### config.mk
export PLATFORM = sky130hd
export DESIGN_NAME = fbtm_ctrl
export DESIGN_NICKNAME = d
export VERILOG_FILES = /design/src/rtl/fbtm_pkg.sv /design/src/rtl/fbtm_ctrl.sv
export SDC_FILE = /design/constraint.sdc
export NUM_CORES = 1
export LEC_CHECK = 0
export BUFFER_PORTS_ARGS = -buffer_cell sky130_fd_sc_hd__buf_4
export CAP_MARGIN = 20
export CORE_MARGIN = 5
export CORE_UTILIZATION = 41
export CTS_BUF_LIST = sky130_fd_sc_hd__clkbuf_4
export CTS_CLUSTER_DIAMETER = 100
export DETAILED_ROUTE_END_ITERATION = 10
export PLACE_DENSITY = 0.72
export SETUP_SLACK_MARGIN = 0.5
export SKIP_CTS_REPAIR_TIMING = 1
export SLEW_MARGIN = 20
export SYNTH_ARGS = -nofsm -noshare
export SYNTH_HDL_FRONTEND = slang
export SYNTH_SLANG_ARGS = --single-unit
export TNS_END_PERCENT = 10
### constraint.sdc
create_clock -name clk -period 1.6 [get_ports clk]
set_input_delay 0.16 -clock clk [delete_from_list [all_inputs] [get_ports clk]]
set_output_delay 0.16 -clock clk [all_outputs]
set_load 0.01 [all_outputs]
### src/rtl/fbtm_pkg.sv
// shared types, constants and codes of the frame boundary tag manager
package fbtm_pkg;

	localparam int TABLE_FRAMES = 4096;
	localparam int OWNER_BITS   = 8;
	localparam int ADDR_W       = $clog2(TABLE_FRAMES);
	localparam int FRAMES_W     = 13;
	localparam int TAG_W        = 33;
	localparam int OWN_W        = 2 + OWNER_BITS;

	localparam logic [31:0] NO_MERGE = 32'hFFFF_FFFF;

	// request kinds
	localparam logic [2:0] K_ASSIGN_FRAME = 3'd0;
	localparam logic [2:0] K_ASSIGN_HEAP  = 3'd1;
	localparam logic [2:0] K_CLEAR        = 3'd2;
	localparam logic [2:0] K_MARK         = 3'd3;
	localparam logic [2:0] K_UNMARK       = 3'd4;
	localparam logic [2:0] K_MERGE        = 3'd5;

	// result status codes
	localparam logic [1:0] ST_OK         = 2'd0;
	localparam logic [1:0] ST_NOT_REGION = 2'd1;
	localparam logic [1:0] ST_PAST_END   = 2'd2;

	// owner classes
	localparam logic [1:0] USE_NONE  = 2'd0;

	// register indexes
	localparam logic REG_BASE   = 1'b0;
	localparam logic REG_FRAMES = 1'b1;

	// table write selects
	localparam logic [3:0] WR_NONE = 4'd0;
	localparam logic [3:0] WR_CLR  = 4'd1;
	localparam logic [3:0] WR_WALK = 4'd2;
	localparam logic [3:0] WR_MK_U = 4'd3;
	localparam logic [3:0] WR_MK_L = 4'd4;
	localparam logic [3:0] WR_MU   = 4'd5;
	localparam logic [3:0] WR_MA   = 4'd6;
	localparam logic [3:0] WR_MN   = 4'd7;
	localparam logic [3:0] WR_MB   = 4'd8;

	// table read selects
	localparam logic [1:0] RD_U = 2'd0;
	localparam logic [1:0] RD_N = 2'd1;
	localparam logic [1:0] RD_A = 2'd2;
	localparam logic [1:0] RD_B = 2'd3;

	typedef struct packed {
		logic [2:0]            kind;
		logic [31:0]           frame_index;
		logic [FRAMES_W-1:0]   count;
		logic [OWNER_BITS-1:0] owner;
		logic                  direction;
	} fbtm_req_t;

	typedef struct packed {
		logic [1:0]            status;
		logic [31:0]           neighbor_begin;
		logic                  entry_side;
		logic [31:0]           entry_other_side;
		logic [1:0]            entry_use;
		logic [OWNER_BITS-1:0] entry_owner;
	} fbtm_rsp_t;

	typedef struct packed {
		logic       load;
		logic [3:0] wr_sel;
		logic [1:0] rd_sel;
		logic       walk_step;
		logic       cap_e;
		logic       ev_u;
		logic       cap_n;
		logic       ev_n;
		logic       cap_a;
		logic       cap_b;
		logic       out_load;
	} fbtm_cmd_t;

	typedef struct packed {
		logic       in_region;
		logic       range_bad;
		logic       cnt_zero;
		logic       cnt_one;
		logic [2:0] kind;
		logic       walk_done;
		logic       clr_done;
		logic       e_ok;
		logic       n_ok;
	} fbtm_stat_t;

endpackage

### src/rtl/fbtm_ctrl.sv
// sequencing state machine of the frame boundary tag manager
module fbtm_ctrl (
	input  logic                clk,
	input  logic                arst_n,
	input  logic                start,
	output logic                busy,
	output logic                done,
	output fbtm_pkg::fbtm_cmd_t cmd,
	input  fbtm_pkg::fbtm_stat_t stat
);

	localparam logic [4:0] S_CLR   = 5'd0;
	localparam logic [4:0] S_IDLE  = 5'd1;
	localparam logic [4:0] S_CHK   = 5'd2;
	localparam logic [4:0] S_WALK  = 5'd3;
	localparam logic [4:0] S_MK_U  = 5'd4;
	localparam logic [4:0] S_MK_L  = 5'd5;
	localparam logic [4:0] S_MRD_U = 5'd6;
	localparam logic [4:0] S_MLD_U = 5'd7;
	localparam logic [4:0] S_MEV_U = 5'd8;
	localparam logic [4:0] S_MRD_N = 5'd9;
	localparam logic [4:0] S_MLD_N = 5'd10;
	localparam logic [4:0] S_MEV_N = 5'd11;
	localparam logic [4:0] S_MRD_A = 5'd12;
	localparam logic [4:0] S_MLD_A = 5'd13;
	localparam logic [4:0] S_MRD_B = 5'd14;
	localparam logic [4:0] S_MLD_B = 5'd15;
	localparam logic [4:0] S_MWR_U = 5'd16;
	localparam logic [4:0] S_MWR_A = 5'd17;
	localparam logic [4:0] S_MWR_N = 5'd18;
	localparam logic [4:0] S_MWR_B = 5'd19;
	localparam logic [4:0] S_RRD   = 5'd20;
	localparam logic [4:0] S_ROUT  = 5'd21;

	logic [4:0] state_q, state_d;
	logic       done_q;
	logic       range_kind, owner_kind;

	assign range_kind = (stat.kind <= fbtm_pkg::K_UNMARK);
	assign owner_kind = (stat.kind <= fbtm_pkg::K_CLEAR);

	always_comb begin
		state_d = state_q;
		cmd = '0;
		cmd.wr_sel = fbtm_pkg::WR_NONE;
		cmd.rd_sel = fbtm_pkg::RD_U;
		unique case (state_q)
			S_CLR: begin
				cmd.wr_sel = fbtm_pkg::WR_CLR;
				if (stat.clr_done) begin
					state_d = S_IDLE;
				end
			end
			S_IDLE: begin
				if (start) begin
					cmd.load = 1'b1;
					state_d = S_CHK;
				end
			end
			S_CHK: begin
				priority if (!stat.in_region) begin
					state_d = S_ROUT;
				end else if (range_kind && !stat.cnt_zero) begin
					priority if (stat.range_bad) begin
						state_d = S_RRD;
					end else if (owner_kind) begin
						state_d = S_WALK;
					end else begin
						state_d = S_MK_U;
					end
				end else if (stat.kind == fbtm_pkg::K_MERGE) begin
					state_d = S_MRD_U;
				end else begin
					state_d = S_RRD;
				end
			end
			S_WALK: begin
				cmd.wr_sel = fbtm_pkg::WR_WALK;
				cmd.walk_step = 1'b1;
				if (stat.walk_done) begin
					state_d = S_RRD;
				end
			end
			S_MK_U: begin
				cmd.wr_sel = fbtm_pkg::WR_MK_U;
				state_d = stat.cnt_one ? S_RRD : S_MK_L;
			end
			S_MK_L: begin
				cmd.wr_sel = fbtm_pkg::WR_MK_L;
				state_d = S_RRD;
			end
			S_MRD_U: begin
				cmd.rd_sel = fbtm_pkg::RD_U;
				state_d = S_MLD_U;
			end
			S_MLD_U: begin
				cmd.cap_e = 1'b1;
				state_d = S_MEV_U;
			end
			S_MEV_U: begin
				cmd.ev_u = 1'b1;
				state_d = stat.e_ok ? S_MRD_N : S_RRD;
			end
			S_MRD_N: begin
				cmd.rd_sel = fbtm_pkg::RD_N;
				state_d = S_MLD_N;
			end
			S_MLD_N: begin
				cmd.cap_n = 1'b1;
				state_d = S_MEV_N;
			end
			S_MEV_N: begin
				cmd.ev_n = 1'b1;
				state_d = stat.n_ok ? S_MRD_A : S_RRD;
			end
			S_MRD_A: begin
				cmd.rd_sel = fbtm_pkg::RD_A;
				state_d = S_MLD_A;
			end
			S_MLD_A: begin
				cmd.cap_a = 1'b1;
				state_d = S_MRD_B;
			end
			S_MRD_B: begin
				cmd.rd_sel = fbtm_pkg::RD_B;
				state_d = S_MLD_B;
			end
			S_MLD_B: begin
				cmd.cap_b = 1'b1;
				state_d = S_MWR_U;
			end
			S_MWR_U: begin
				cmd.wr_sel = fbtm_pkg::WR_MU;
				state_d = S_MWR_A;
			end
			S_MWR_A: begin
				cmd.wr_sel = fbtm_pkg::WR_MA;
				state_d = S_MWR_N;
			end
			S_MWR_N: begin
				cmd.wr_sel = fbtm_pkg::WR_MN;
				state_d = S_MWR_B;
			end
			S_MWR_B: begin
				cmd.wr_sel = fbtm_pkg::WR_MB;
				state_d = S_RRD;
			end
			S_RRD: begin
				cmd.rd_sel = fbtm_pkg::RD_U;
				state_d = S_ROUT;
			end
			S_ROUT: begin
				cmd.out_load = 1'b1;
				state_d = S_IDLE;
			end
			default: begin
				state_d = S_IDLE;
			end
		endcase
	end

	always_ff @(posedge clk or negedge arst_n) begin
		if (!arst_n) begin
			state_q <= S_CLR;
			done_q <= 1'b0;
		end else begin
			state_q <= state_d;
			done_q <= (state_q == S_ROUT);
		end
	end

	assign busy = (state_q != S_IDLE);
	assign done = done_q;

endmodule

# --- After elaboration in Yosys (flattened, before gate mapping) ---
# Cells that the tools add are included.
word_totals:
  reg_bits: 6
  in_bits: 14
  wordCells: 59
  output_inout_bits: 17
classes:
  muxes: 24
  eq_ne: 26
  order_cmp: 2
  reduce_logical: 5
ops:
  columns: ["operator", "n"]
  rows:
  - ["5-bit one-hot mux with 20 select lines", 1]
  - ["5-bit two-way mux", 10]
  - ["5-bit by 4-bit equality test with 1-bit output (second input constant)", 8]
  - ["4-bit one-hot mux with 8 select lines", 1]
  - ["5-bit equality test (second input constant)", 6]
  - ["5-bit by 3-bit equality test with 1-bit output (second input constant)", 4]
  - ["5-bit by 2-bit equality test with 1-bit output (second input constant)", 2]
  - ["1-bit two-way mux", 10]
  - ["2-bit != test (second input constant)", 3]
  - ["2-bit one-hot mux with 3 select lines", 1]
  - ["5-bit by 1-bit equality test with 1-bit output (second input constant)", 1]
  - ["5-bit zero test", 1]
  - ["5-bit by 1-bit != test with 1-bit output (second input constant)", 1]
  - ["3-bit equality test (second input constant)", 1]
  - ["3-bit by 2-bit less-or-equal comparator with 1-bit output (second input constant)", 1]
  - ["3-bit less-or-equal comparator (second input constant)", 1]
  - ["3-bit two-way mux", 1]
  - ["3-bit AND reduction", 1]
  - ["2-bit OR reduction", 1]
  - ["1-bit logical AND", 1]
  - ["1-bit zero test", 1]

# --- Depth between registers and ports, before layout ---
logic_depth:
  word_depth: 6
  mapped_depth: 6

# --- Least setup slack after synthesis ---
# OpenSTA, ideal clock, no wires.
synth_path:
  path_type: "register to output"
  startpoint: "register state_q[4]"
  endpoint: "output cmd[11] in the netlist's numbering"
  arrival_ns: 1.249
  path_stages_with_launch: 5
  path_buffers: 2
  slack_ns: 0.191
  cell_sequence: "dfrtp_1 buf_2 buf_1 a21oi_1 a221oi_1"
synth_lines:
  columns: ["element", "line", "source"]
  rows:
  - ["start, declared", "fbtm_ctrl.sv:35", "logic [4:0] state_q, state_d;"]
  - ["start signal, assigned", "fbtm_ctrl.sv:167", "state_q <= state_d;"]
  - ["end, declared", "fbtm_ctrl.sv:8", "output fbtm_pkg::fbtm_cmd_t cmd,"]

==> summary.md <==
| Metric | Value |
|---|---|
| Multi-input gate area | around 620 um2 |
| Final slew viol count | 0 |
| Synth area leader | dfrtp_1 |
| GRT Residual Overflow | 0 |
| Final setup fails | 3 |
| Post-Syn Nets | 134 |
| Min-delay worst type | input port to flop |
| Clk_lat worst skew | 0.26 ns |
| Chip height | roughly 54 um |
| GP Congestion | about 0.89 |
| Cell Rows | 15 |
| Final Non-Filler Cells | roughly 200 |
| Internal power | ~1.3 mW |
| Distinct cells, synth | 36 |
| Clock transition at the registers of the reported paths | roughly 0.05 ns |
| Cell Area, Synth | ~780 um2 |
| Number of synthesized register bits | 6 |
| HPWL after detailed placement | 2040 um |
| P_sw | 1.13 mW |
| Top post-synthesis cells by area | dfrtp_1 (19%), a21oi_1 (7.7%), nand2_1 (6.3%) |
| Root Driver | clkbuf_4 |
| Residual DRC | 0 |
| DR pass1 iterations | 4 |
| Worst setup EP type | output pin |
| Flop pwr share | 0.131 |
| Leakage dissipation | 0.584 nW |
| Seq/Total Area, Yosys | 0.193 |
| Vias in the first global route | 978 |
| Initial antenna violation count | 0 |
| Cells after Synth | 120 |
| Vias per cell | slightly below 6 |
| FF+latch area | 156 um2 |
| Peak Freq | between 500 and 600 MHz |
| Slew @ Worst Pin | ~0.35 ns |
| FILL cells | around 130 |
| Synth top area share | 0.193 |
| CTS tree | yes |
| Share of power burned in the clock network | 0.063 |
| CP Data Arrival Time | around 1.5 ns |
| DR iter-0 viols | between 60 and 70 |
| Die width | 53.6 um |
| Crit path time final | between 1.5 and 2 ns |
| Dpl cell area | about 1100 um2 |
| Ys flop type | dfrtp_1 |
| Via count | approximately 1200 |
| EDFF count, synth | 0 |
| Core area | about 1800 um2 |
| Max_slew headroom | 0.767 |
| Ant. Diodes | 0 |
| Met2 WL post-DR | approximately 1500 um |
| Post-route ant nets | 0 |
| Status | finished, violations left |
| Ys async rst share | 1.00 |
| Most frequent cells in the layout | buf_4 (52), a21oi_1 (12), nor2_1 (11), nand2_1 (11) |
| Max_cap viols | 0 |
| Final worst path period share | 1.04 |
| Setup WS post-layout | -0.0669 ns |
| Final Hold Vio Count | 0 |
| Post-Route Setup TNS | -0.123 ns |
| Synth-to-Final Area Change | 71.3% |
| Wl on met1 | around 1200 um |
| Port buffer count | 30 |
| Cts bufs inserted | 3 |
| Top routing layer in use | met4 |
| Die area | around 2900 um2 |
| Most common cell after layout, fill and taps aside | buf_4 |
| Fraction of layout instances using a drive strength above 1 | 0.494 |
| Pwr dens | approximately 1800 nW/um2 |
| CP Launch Type | flop |
| Final Instance Area | approximately 1300 um2 |
| Worst vdd ir | just over 1 mV |
| Syn_area_per_cell | ~6.5 um2 |
| Clock Skew | 0.000828 ns |
| Synthesis Warnings | 0 |
| Critical path peak fanout | 5 |
| CTS sink cnt | 6 |
| Failing checks | setup timing |
| Boundary Pins | 31 |
| Final net count | approximately 190 |
| Largest net degree at the start of global routing | 16 |
| CTS HTree Levels | 1 |
| Routed WL | 3170 um |
| WP data required | ~1.4 ns |
| GRT Resource Usage Total | 0.206 |
| Sw frac | 0.469 |
| Post-placement setup slack | approximately 0.014 ns |
| RSZ-0062 raised after global routing | true |
| Met3 WL | between 300 and 400 um |
| Initial Utilization | 0.442 |
| Max clock buf depth | 2 |
| Wire per inst | approximately 16 um |
| Placed Instances | ~180 |
| Combinational Power Share | 0.806 |
| Kind of critical path | flop to output pin |
| Global-route wire length before repair | ~4400 um |
[logic make-up after synthesis]
logic type / count (synthesis) / share of synthesized area
flops: 6 / 0.193
mux: 1 / 0.0128
buf+inv: 17 / 0.106
simple gates: 56 / 0.358
compound gates: 40 / 0.331
[worst max-delay path: stages (launching register included)]
cell and delay, ns:
dfrtp_2 0.43, buf_4 0.15, and2b_2 0.23, a21oi_1 0.21
a221oi_2 0.08, buf_4 0.15
[power groups by stage]
stage | sequential [mW] | clock (mW) | combinational [mW]
2_1_floorplan | 0.241 | 0 | 0.986
3_3_place_gp | 0.343 | 0 | 1.42
3_5_place_dp | 0.345 | 0 | 1.42
4_1_cts | 0.342 | 0.151 | 1.43
5_1_grt | 0.323 | 0.161 | 2.09
6_report | 0.316 | 0.152 | 1.94
[final cells by class]
| class | instances | share of cell area |
|---|---|---|
| Clock buffer | 3 | 0.0169 |
| Inverter | 6 | 0.0169 |
| Multi-Input combinational cell | 97 | 0.465 |
| Sequential cell | 6 | 0.117 |
| Tap cell | 25 | 0.0234 |
| Timing Repair Buffer | 60 | 0.361 |
[registers in the layout, indices dropped and copies added, names as in the netlist]
register	cells
done	1
state_q	5
[synthesized netlist by cell type (all sizes together) (2+ instances only)]
master / n
a21o: 2
a21oi: 13
a31oi: 7
buf: 11
dfrtp: 6
inv: 6
nand2: 13
nand2b: 4
nand3: 5
nand3b: 2
nor2: 13
nor2b: 3
nor3: 8
nor4: 3
o21ai: 7
[per-layer routing]
metal	GRT usage	vias up
li1	-	545
met1	0.276	527
met2	0.337	81
met3	0.0277	9
met4	0.0766	0
met5	0	-
[metrics by stage]
stage                     hold WS (ns)  power, mW  utilization
after floorplan                 -0.136       1.23            -
after global placement         -0.0305       1.76        0.645
after detailed placement       -0.0307       1.77        0.645
after CTS                       -0.301       1.92        0.658
after global routing             0.226       2.58        0.757
final                            0.214       2.41        0.757
[worst paths after layout]
check,slack (ns),from,cells past startpoint,end
setup / recovery,-0.07,state_q[0],5,cmd[11]
hold / removal,0.21,stat[2],3,state_q[0]
setup reg to reg,0.01,state_q[4],6,state_q[4]
hold reg to reg,0.77,state_q[4],3,done
max in group asynchronous,1.23,arst_n,2,state_q[2]
min in group asynchronous,0.25,arst_n,2,state_q[1]
Note: power is estimated with default switching activity, not from simulation.
